[src/rtl/trf_pkg.sv]
// trf_pkg: shared codes, field widths and the controller command type
// for the token ring fifo with peek. no dependencies.
`default_nettype none

package trf_pkg;

	localparam int TOKEN_W = 32;
	localparam int ACTION_W = 2;
	localparam int STATUS_W = 2;
	localparam int COUNT_W = 4;
	localparam int CAP_W = 4;
	localparam int IN_USER_W = ACTION_W + 1;
	localparam int OUT_DATA_W = TOKEN_W + 2 * COUNT_W;

	localparam logic [ACTION_W-1:0] ACT_WRITE = 2'd0;
	localparam logic [ACTION_W-1:0] ACT_READ = 2'd1;
	localparam logic [ACTION_W-1:0] ACT_PEEK = 2'd2;
	localparam logic [ACTION_W-1:0] ACT_QUERY = 2'd3;

	localparam logic [STATUS_W-1:0] ST_DONE = 2'd0;
	localparam logic [STATUS_W-1:0] ST_EMPTY = 2'd1;
	localparam logic [STATUS_W-1:0] ST_FULL = 2'd2;

	// command from the controller to the datapath
	typedef struct packed {
		logic take;
	} trf_cmd_t;

endpackage

`default_nettype wire

[src/rtl/trf_ctrl.sv]
// trf_ctrl: handshake controller, tracks whether the result register holds
// an undelivered result. depends on trf_pkg.
`default_nettype none

module trf_ctrl (
	input  wire logic            clk,
	input  wire logic            arst_n,
	input  wire logic            s_tvalid,
	output logic                 s_tready,
	output logic                 m_tvalid,
	input  wire logic            m_tready,
	output trf_pkg::trf_cmd_t    cmd
);

	localparam logic OUT_EMPTY = 1'b0;
	localparam logic OUT_FULL = 1'b1;

	logic state_q;
	logic state_d;

	assign s_tready = (state_q == OUT_EMPTY) || m_tready;
	assign m_tvalid = (state_q == OUT_FULL);
	assign cmd.take = s_tvalid && s_tready;

	always_comb begin
		state_d = state_q;
		case (state_q)
			OUT_EMPTY: begin
				if (cmd.take) state_d = OUT_FULL;
			end
			OUT_FULL: begin
				if (cmd.take) state_d = OUT_FULL;
				else if (m_tready) state_d = OUT_EMPTY;
			end
			default: state_d = OUT_EMPTY;
		endcase
	end

	always_ff @(posedge clk or negedge arst_n) begin
		if (!arst_n) begin
			state_q <= OUT_EMPTY;
		end else begin
			state_q <= state_d;
		end
	end

	// a taken transaction always shows up as a result next cycle
	a_take_gives_result: assert property (@(posedge clk) disable iff (!arst_n)
		cmd.take |=> m_tvalid)
		else $error("taken item produced no result");

	// a stalled result blocks new input
	a_stall_blocks_input: assert property (@(posedge clk) disable iff (!arst_n)
		(m_tvalid && !m_tready) |-> !s_tready)
		else $error("input accepted over a stalled result");

	// an empty result register never refuses input
	a_empty_ready: assert property (@(posedge clk) disable iff (!arst_n)
		!m_tvalid |-> s_tready)
		else $error("idle block not ready");

endmodule

`default_nettype wire

[src/rtl/trf_dpath.sv]
// trf_dpath: ring pointers, peek cursor, token memory and result register.
// depends on trf_pkg; driven by commands from trf_ctrl.
`default_nettype none

module trf_dpath #(
	parameter int RING_SLOTS = 16,
	parameter int TOKEN_BITS = 32
) (
	input  wire logic                              clk,
	input  wire logic                              arst_n,
	input  wire trf_pkg::trf_cmd_t                 cmd,
	input  wire logic [trf_pkg::ACTION_W-1:0]      action,
	input  wire logic [trf_pkg::TOKEN_W-1:0]       token,
	input  wire logic                              peek_end,
	input  wire logic                              cfg_we,
	input  wire logic [trf_pkg::CAP_W-1:0]         cfg_wdata,
	output logic [trf_pkg::TOKEN_W-1:0]            data,
	output logic [trf_pkg::STATUS_W-1:0]           status,
	output logic [trf_pkg::COUNT_W-1:0]            level,
	output logic [trf_pkg::COUNT_W-1:0]            space
);

	localparam int IW = $clog2(RING_SLOTS);
	localparam int CW = IW + 1;
	localparam int LW = (IW > trf_pkg::CAP_W) ? IW : trf_pkg::CAP_W;
	localparam int MAX_LAST = RING_SLOTS - 1;
	localparam int RST_LAST = (MAX_LAST < 15) ? MAX_LAST : 15;

	logic [TOKEN_BITS-1:0] mem [RING_SLOTS];

	logic [IW-1:0] rd_q, wr_q, pk_q, last_q;
	logic [IW-1:0] rd_d, wr_d, pk_d;
	logic [IW-1:0] rd_adv, wr_adv, pk_adv;
	logic [IW-1:0] mem_addr;
	logic          mem_we, mem_re;
	logic [trf_pkg::STATUS_W-1:0] status_d;
	logic [CW-1:0] diff, lvl_full;
	logic [trf_pkg::CAP_W-1:0] cap_eff;
	logic [LW-1:0] cap_ext;
	logic [IW-1:0] last_new;

	logic [trf_pkg::TOKEN_W-1:0]  data_q;
	logic [trf_pkg::STATUS_W-1:0] status_q;
	logic [trf_pkg::COUNT_W-1:0]  level_q, space_q;

	function automatic logic [IW-1:0] advance(input logic [IW-1:0] idx,
		input logic [IW-1:0] last);
		logic [IW-1:0] n;
		if (idx == last) n = '0;
		else n = idx + 1'b1;
		return n;
	endfunction

	// zero capacity acts as one, and the ring never outgrows the storage
	always_comb begin
		cap_eff = (cfg_wdata == '0) ? trf_pkg::CAP_W'(1) : cfg_wdata;
		cap_ext = LW'(cap_eff);
		if (cap_ext > LW'(MAX_LAST)) last_new = IW'(MAX_LAST);
		else last_new = IW'(cap_ext);
	end

	assign rd_adv = advance(rd_q, last_q);
	assign wr_adv = advance(wr_q, last_q);
	assign pk_adv = advance(pk_q, last_q);

	always_comb begin
		rd_d = rd_q;
		wr_d = wr_q;
		pk_d = pk_q;
		mem_we = 1'b0;
		mem_re = 1'b0;
		mem_addr = rd_q;
		status_d = trf_pkg::ST_DONE;
		case (action)
			trf_pkg::ACT_WRITE: begin
				if (wr_adv == rd_q) begin
					status_d = trf_pkg::ST_FULL;
				end else begin
					mem_we = 1'b1;
					wr_d = wr_adv;
				end
			end
			trf_pkg::ACT_READ: begin
				if (rd_q == wr_q) begin
					status_d = trf_pkg::ST_EMPTY;
				end else begin
					mem_re = 1'b1;
					rd_d = rd_adv;
					// cursor sitting on the consumed slot moves along with it
					if (pk_q == rd_q) pk_d = rd_adv;
				end
			end
			trf_pkg::ACT_PEEK: begin
				if (pk_q == wr_q) begin
					status_d = trf_pkg::ST_EMPTY;
					pk_d = rd_q;
				end else begin
					mem_re = 1'b1;
					mem_addr = pk_q;
					pk_d = peek_end ? rd_q : pk_adv;
				end
			end
			default: begin
				status_d = trf_pkg::ST_DONE;
			end
		endcase
	end

	// fill level after this transaction, modulo the ring length
	always_comb begin
		diff = {1'b0, wr_d} - {1'b0, rd_d};
		if (wr_d >= rd_d) lvl_full = diff;
		else lvl_full = diff + CW'(last_q) + CW'(1);
	end

	always_ff @(posedge clk or negedge arst_n) begin
		if (!arst_n) begin
			rd_q <= '0;
			wr_q <= '0;
			pk_q <= '0;
			last_q <= IW'(RST_LAST);
		end else if (cfg_we) begin
			rd_q <= '0;
			wr_q <= '0;
			pk_q <= '0;
			last_q <= last_new;
		end else if (cmd.take) begin
			rd_q <= rd_d;
			wr_q <= wr_d;
			pk_q <= pk_d;
		end
	end

	always_ff @(posedge clk) begin
		if (cmd.take && mem_we) mem[wr_q] <= TOKEN_BITS'(token);
		if (cmd.take) begin
			data_q <= mem_re ? trf_pkg::TOKEN_W'(mem[mem_addr]) : '0;
			status_q <= status_d;
			level_q <= trf_pkg::COUNT_W'(lvl_full);
			space_q <= trf_pkg::COUNT_W'(CW'(last_q) - lvl_full);
		end
	end

	assign data = data_q;
	assign status = status_q;
	assign level = level_q;
	assign space = space_q;

endmodule

`default_nettype wire

[src/rtl/token_ring_fifo_with_peek.sv]
// token_ring_fifo_with_peek: top level, joins the handshake controller and
// the ring datapath. depends on trf_pkg, trf_ctrl and trf_dpath.
//
// a token fifo over a ring of capacity+1 slots (one always left empty), with
// a separate peek cursor. each input transaction is a write, read, peek or
// status query and yields exactly one result with a status code and the
// level and free space left afterwards. a new transaction is taken every
// clock as long as the result register is empty or being drained, so the
// block sustains one item per cycle; the result is registered and appears in
// the cycle after the transaction is taken. refused accesses (full write,
// empty read, exhausted peek) return a status and no data. writing capacity
// clears all pointers and must happen idle.
`default_nettype none

module token_ring_fifo_with_peek #(
	parameter int RING_SLOTS = 16,
	parameter int TOKEN_BITS = 32
) (
	input  wire logic                                clk,
	input  wire logic                                arst_n,
	input  wire logic                                s_tvalid,
	output logic                                     s_tready,
	input  wire logic [trf_pkg::TOKEN_W-1:0]         s_tdata,  // token
	input  wire logic [trf_pkg::IN_USER_W-1:0]       s_tuser,  // action, peek_end
	output logic                                     m_tvalid,
	input  wire logic                                m_tready,
	output logic [trf_pkg::OUT_DATA_W-1:0]           m_tdata,  // data, level, space
	output logic [trf_pkg::STATUS_W-1:0]             m_tuser,  // status
	input  wire logic                                cfg_we,
	input  wire logic [trf_pkg::CAP_W-1:0]           cfg_wdata
);

	trf_pkg::trf_cmd_t cmd;
	logic [trf_pkg::TOKEN_W-1:0] data;
	logic [trf_pkg::COUNT_W-1:0] level, space;

	trf_ctrl u_ctrl (
		.clk      (clk),
		.arst_n   (arst_n),
		.s_tvalid (s_tvalid),
		.s_tready (s_tready),
		.m_tvalid (m_tvalid),
		.m_tready (m_tready),
		.cmd      (cmd)
	);

	trf_dpath #(
		.RING_SLOTS (RING_SLOTS),
		.TOKEN_BITS (TOKEN_BITS)
	) u_dpath (
		.clk       (clk),
		.arst_n    (arst_n),
		.cmd       (cmd),
		.action    (s_tuser[trf_pkg::ACTION_W-1:0]),
		.token     (s_tdata),
		.peek_end  (s_tuser[trf_pkg::ACTION_W]),
		.cfg_we    (cfg_we),
		.cfg_wdata (cfg_wdata),
		.data      (data),
		.status    (m_tuser),
		.level     (level),
		.space     (space)
	);

	assign m_tdata = {space, level, data};

endmodule

`default_nettype wire
[config.mk]
export PLATFORM = sky130hd
export DESIGN_NAME = token_ring_fifo_with_peek
export DESIGN_NICKNAME = d
export VERILOG_FILES = /design/src/rtl/trf_pkg.sv /design/src/rtl/trf_ctrl.sv /design/src/rtl/trf_dpath.sv /design/src/rtl/token_ring_fifo_with_peek.sv
export SDC_FILE = /design/constraint.sdc
export NUM_CORES = 1
export LEC_CHECK = 0
export BUFFER_PORTS_ARGS = -buffer_cell sky130_fd_sc_hd__buf_2
export CAP_MARGIN = 40
export CORE_ASPECT_RATIO = 1.4
export CORE_UTILIZATION = 61
export DETAILED_ROUTE_END_ITERATION = 6
export PLACE_DENSITY = 0.79
export SYNTH_ARGS = -nofsm -noshare
export SYNTH_HDL_FRONTEND = slang
export SYNTH_SLANG_ARGS = --single-unit
[constraint.sdc]
create_clock -name clk -period 9.2 [get_ports clk]
set_input_delay 0 -clock clk [delete_from_list [all_inputs] [get_ports clk]]
set_output_delay 0 -clock clk [all_outputs]
set_load 0.03 [all_outputs]
After elaboration in Yosys (flattened, before gate mapping) --
Memory sizes are Yosys's and may differ from the RTL's. A register that Yosys moved wholly into a read port is not among the register bits. Index checks and enable logic that the tools add are counted.
Word-level totals: logic and storage cells 77, output and inout port bits 44, input bits 44, memories 1, RAM bits 512, flip-flop bits (word level) 27
Operators by class: reductions and logical operators 9, equal/unequal tests 11, multiplexer cells 38, add/sub/neg operators 7, magnitude comparators 2, bitwise logic cells 1
Memory list:
- u_dpath.mem | words 16, width 32, rd ports 1, clocked after memory_dff 1, wr ports 1, RTL line trf_dpath.sv:29 | logic [TOKEN_BITS-1:0] mem [RING_SLOTS];
Operator list (number):
- $mux 4 | 22
- $eq 4x4->1 | 7
- $add 4x1->4 const B | 4
- $mux 1 | 11
- $pmux 4 s2 | 1
- $sub 4x4->4 | 2
- $pmux 2 s3 | 1
- $add 4x4->4 | 1
- $ge 4x4->1 | 1
- $gt 4x4->1 const B | 1
- $logic_not 4->1 | 1
- $pmux 1 s2 | 2
- $reduce_and 4->1 | 1
- $ne 3x2->1 const B | 1
- $ne 3x3->1 const B | 1
- $reduce_bool 3->1 | 1
- $eq 2x1->1 const B | 1
- $eq 2x2->1 const B | 1
- $logic_and 1x1->1 | 2
- $logic_not 2->1 | 1
- $mux 2 | 1
- $reduce_bool 2->1 | 1
- $logic_not 1->1 | 1
- $logic_or 1x1->1 | 1
- $not 1->1 | 1

Longest topological paths before layout --
depth in word-level cells 10, depth in mapped cells 22, depth with buffers taken out 20

Hierarchy --
Synthesis repeated with hierarchy kept, for this count alone.
Second synthesis, totals: cells, all modules 1257, area total of the unflattened synthesis 23119.7 µm²
By module, submodules not included:
- trf_dpath | times used 1, cells each 1253, area each 23065.9 µm², sequential area each 17041.3 µm²
- trf_ctrl | times used 1, cells each 4, area each 53.8 µm², sequential area each 25.0 µm²

Worst setup path before layout --
No wires, ideal clock.
path type register to register, start point reg u_dpath.last_q[3], end point reg u_dpath.space_q (netlist bit u_dpath.space[3]) (data pin), cell stages (with the launch flop) 20, library setup time 0.262 ns, buffers on the path 3, required time 8.938 ns, path slack 4.599 ns, data arrival time 4.340 ns, period minus slack after synthesis 4.601 ns, cells stage by stage dfstp_2 > clkbuf_1 > xnor2_1 > nand4_1 > clkbuf_1 > o31ai_1 > a22o_1 > clkbuf_1 > and2_1 > a21oi_1 > ha_1 > fa_1 > inv_1 > fa_1 > mux2i_1 > ha_1 > a21o_1 > a21oi_1 > xnor2_1 > xnor2_1
On the way: word-level cells in the longest chain between the ends 10, elaborated cells between the ends (all ways) 15, those cells by class add/sub (4); order compare (1); eq/ne (3); mux (7)
RTL lines:
- start, declared | RTL line trf_dpath.sv:31 | logic [IW-1:0] rd_q, wr_q, pk_q, last_q;
- start signal, assigned | RTL line trf_dpath.sv:121 | last_q <= IW'(RST_LAST);
- start signal, assigned | RTL line trf_dpath.sv:126 | last_q <= last_new;
- $eq 4x4->1 | RTL line trf_dpath.sv:49 | if (idx == last) n = '0;
- $mux 4 | RTL line trf_dpath.sv:49
- $eq 4x4->1 | RTL line trf_dpath.sv:76 | if (wr_adv == rd_q) begin
- $mux 4 | RTL line trf_dpath.sv:76
- $mux 4 | RTL line trf_dpath.sv:74 | case (action)
- $sub 4x4->4 | RTL line trf_dpath.sv:111 | diff = {1'b0, wr_d} - {1'b0, rd_d};
- $add 4x4->4 | RTL line trf_dpath.sv:113 | else lvl_full = diff + CW'(last_q) + CW'(1);
- $add 4x1->4 | RTL line trf_dpath.sv:113
- $mux 4 | RTL line trf_dpath.sv:112 | if (wr_d >= rd_d) lvl_full = diff;
- $sub 4x4->4 (*) | RTL line trf_dpath.sv:140 | space_q <= trf_pkg::COUNT_W'(CW'(last_q) - lvl_full);
- end signal, assigned | RTL line trf_dpath.sv:140
- end, declared | RTL line trf_dpath.sv:44 | logic [trf_pkg::COUNT_W-1:0] level_q, space_q;
Every way passes the cells marked *; elsewhere a longest branch is shown, timed or not. A chain may end at the register's enable or synchronous reset.

Worst setup path in the final report --
start point reg u_dpath.wr_q[2], end point reg u_dpath.space_q (netlist bit u_dpath.space[3]) (data pin)
On the way: word-level cells in the longest chain between the ends 10, elaborated cells between the ends (all ways) 15, those cells by class add/sub (5); order compare (1); eq/ne (3); mux (6)
RTL lines:
- start, declared | RTL line trf_dpath.sv:31
- start signal, assigned | RTL line trf_dpath.sv:129 | wr_q <= wr_d;
- $add 4x1->4 / $eq 4x4->1 (equally long branches) | RTL line trf_dpath.sv:50, trf_dpath.sv:49
- $mux 4 | RTL line trf_dpath.sv:49
- $eq 4x4->1 | RTL line trf_dpath.sv:76
- $mux 4 | RTL line trf_dpath.sv:76
- $mux 4 | RTL line trf_dpath.sv:74
- $sub 4x4->4 | RTL line trf_dpath.sv:111
- $add 4x4->4 | RTL line trf_dpath.sv:113
- $add 4x1->4 | RTL line trf_dpath.sv:113
- $mux 4 (*) | RTL line trf_dpath.sv:112
- $sub 4x4->4 (*) | RTL line trf_dpath.sv:140
Marked as above.

==> results.py <==
metrics = {
    "global_route": {
        "track_usage": 0.291,
        "grt_pass1_vias": 14160,
        "grt_pass1_wl_mm": 82.6,
        "antenna_found_initial": 1,
        "overflow": 0,
        "grt_max_degree": 194,
    },
    "synthesis": {
        "syn_area_um2": 22900,
        "avgSynthCellArea_um2": 15.2,
        "ys.flop_type": "edfxtp_1",
        "ys_seq_elements": 571,
        "ys_seq_area_frac": 0.745,
        "yosysUniqueCellTypes": 54,
        "synth_edf_count": 554,
        "postSynthCellCount": 1506,
        "syn_nets": 1573,
        "yosys_warnings": 0,
        "postSynth.asyncResetShare": 0.0298,
    },
    "sta": {
        "final-hold-violation-count": 0,
        "setup_violations": 0,
        "skew_ps": 19.6,
        "slew_violations": 0,
        "tightest_slew_ps": 1120,
        "setup_tns_ps": 0,
        "max_freq_ghz": 0.205,
        "layout_worst_path_cycle_share": 0.531,
        "finalCriticalPeriod_ps": 4880,
        "slew_headroom": 0.252,
        "rsz0062_at_grt": "no",
    },
    "power": {
        "p_leak_uw": 0.00933,
        "vdd_drop_max_mv": 0.136,
        "fin_total_pwr_uw": 5370,
        "power.density_nw_per_um2": 206,
    },
    "critical_path": {
        "crit_type": "reg -> reg",
        "cp.arrival_ps": 5210,
        "crit_path_max_fanout": 12,
        "r2r_slack_ps": 4320,
        "critPathRequiredTime_ps": 9530,
        "crit_chain": "xnor2_1, nand4_1, o31ai_1, a22o_1, and2_1, a21oi_1, ha_1, fa_1, inv_1, fa_1, mux2i_1, ha_1, a21o_1, a21oi_1, xnor2_1, xnor2_1",
        "critPathTopFamily": "adder cells",
        "cp-start-kind": "flop",
        "cp.buffers_inverters": 1,
        "endpoint_kind": "flop",
        "cpMostUsedCell": "xnor2_1",
        "cpMaxStageDelayCell": "dfrtp_1",
        "slowest_delay_ps": 630,
    },
    "layout": {
        "fillers": 2218,
        "drive_gt1_frac": 0.177,
        "fin_area_um2": 26000,
        "area_growth_pct": 13.7,
        "seq_area_um2": 17100,
        "multiInputGateArea_um2": 5400,
        "nNetsFinal": 1697,
        "final_util": 0.706,
    },
    "hold_path": {
        "hold_path.class": "in -> reg",
    },
    "clock_tree": {
        "cts.sinks": 571,
        "htree_levels": 2,
        "cts_resized": 0,
        "post_cts_hold_buffer_count": 49,
        "clk_pin_slew_worst_paths_ps": 60,
        "clk_latency_ps": 590,
        "postCtsSetupBuffers": 0,
        "cts_tree": "done",
        "clockBufferDepth": 3,
        "clockRootBuffer": "clkbuf_16",
        "cts_buffers": 50,
    },
    "route": {
        "routed_via_density": 6.68,
        "dr.pass1.iters": 7,
        "met1_length_mm": 20.5,
        "drcViolationCount": 15,
        "top_layer": "met4",
        "wl_per_cell_um": 26.0,
        "drtIter0Drc": 1949,
        "via_count": 14265,
        "drtAntennaViolNets": 0,
        "met3_wirelength_mm": 5.28,
        "met2_wirelength_mm": 27.6,
        "routed_wirelength_mm": 55.4,
    },
    "placement": {
        "hpwlAfterDp_mm": 29.0,
        "place_area_um2": 24000,
        "io_buffer_count": 87,
        "place_congestion": 0.936,
    },
    "flow_run": {
        "cap_violations": 0,
    },
    "floorplanning": {
        "die_area_um2": 38300,
        "rows": 83,
        "core_area_um2": 36900,
        "fp.dieW_um": 166,
        "pin_count": 88,
        "die_h_um": 231,
        "initial_utilization": 0.621,
    },
    "status": {
        "status": "complete, but fails checks",
        "violations": "design-rule violations",
    },
}
## sequential cells by signal, indices dropped and copies added (netlist names)
signal	flops
u_dpath.rd_q	4
u_dpath.last_q	4
u_dpath.data	32
u_dpath.status	2
u_dpath.space	4
u_dpath.mem	512
u_dpath.level	4
u_dpath.pk_q	4
u_ctrl.m_tvalid	1
u_dpath.wr_q	4
## power breakdown
part	internal [uW]	switching [uW]	total, uW
Combinational	155	284	440
Clock	1100	912	2020
Sequential	2890	20.6	2910
Total	4150	1220	5370
## synthesized netlist by cell type (7+ instances only)
| master | count | area [um2] |
|---|---|---|
| edfxtp_1 | 554 | 16600 |
| nand2_1 | 272 | 1020 |
| nand3_1 | 106 | 531 |
| mux2_2 | 69 | 777 |
| a222oi_1 | 63 | 631 |
| clkbuf_1 | 50 | 188 |
| a31oi_1 | 34 | 213 |
| a41o_1 | 34 | 340 |
| o22ai_1 | 32 | 200 |
| buf_2 | 29 | 145 |
| nor2_1 | 24 | 90.1 |
| inv_1 | 23 | 86.3 |
| xnor2_1 | 22 | 193 |
| ha_1 | 20 | 250 |
| and3_1 | 17 | 106 |
| xor2_1 | 14 | 123 |
| a21oi_1 | 13 | 65.1 |
| dfrtp_1 | 13 | 325 |
| o21ai_0 | 9 | 45.0 |
| buf_1 | 8 | 30.0 |
| buf_4 | 7 | 52.6 |
## worst register-to-register path, delay by kind of cell (launching register included)
family          cells  cell delay [ps]
fa+ha+maj           4             1490
compound gates      5             1030
simple gates        2              690
flops               1              630
xor+xnor            3              410
mux                 1              320
buf+inv             1               70
## per-layer routing
metal,global-route usage,vias up
met5,0,-
met4,0.132,0
li1,-,6099
met1,0.373,7110
met2,0.499,909
met3,0.0412,147
## cell type report
cell class,count,share of cell area
antenna,1,0.0000961
clock buffer,58,0.0500
clock inverter,32,0.00995
inverter,23,0.00332
multi-input combinational,816,0.207
sequential,571,0.656
tap,467,0.0224
timing repair buffer,168,0.0512
## per-stage QoR
step                cells  hold WS [ps]  setup WS (ps)
floorplan            1506          -296           4600
global placement     1983         -31.2           4460
detailed placement   1996         -30.2           4370
CTS                  2135           108           4350
global route         2136           151           3910
finish               2136           123           4320
## cells by family after synthesis
| logic type | count (synthesis) | synth area share |
|---|---|---|
| XOR/XNOR | 37 | 0.0145 |
| multiplexers | 77 | 0.0385 |
| AO/OA/AOI/OAI | 223 | 0.0785 |
| buffers and inverters | 119 | 0.0229 |
| flip-flops | 571 | 0.745 |
| AND/OR/NAND/NOR | 456 | 0.0868 |
| adder cells (fa/ha/maj) | 23 | 0.0136 |
## placed cells by master, fill, tap and decap left out, drive strengths merged, types with 4 or more instances in the layout
cell / instances
nor2: 26
nor3: 4
edfxtp: 554
buf: 119
mux2i: 8
a222oi: 63
a22oi: 4
ha: 20
nor2b: 6
a21o: 6
dlygate4sd3: 49
and2: 6
mux2: 69
a31oi: 34
nand2b: 6
o22ai: 32
xor2: 15
o21ai: 14
a41o: 34
a21oi: 13
inv: 27
dfrtp: 13
and3: 17
xnor2: 22
a211oi: 6
nand2: 272
nand3: 106
clkinv: 24
clkbuf: 58
dfstp: 4
## worst paths after layout
check	start	endpoint	cells after the start
min in group asynchronous	arst_n	u_dpath.last_q[0]	3
worst min-delay path	m_tready	u_dpath.data[21]	4
max in group asynchronous	arst_n	u_dpath.wr_q[3]	4
worst max register to register	u_dpath.wr_q[2]	u_dpath.space[3]	16
worst min register to register	u_dpath.mem[14][13]	u_dpath.data[13]	3
worst max-delay path	u_dpath.wr_q[2]	u_dpath.space[3]	16
Power figures use the tool's default switching activity.
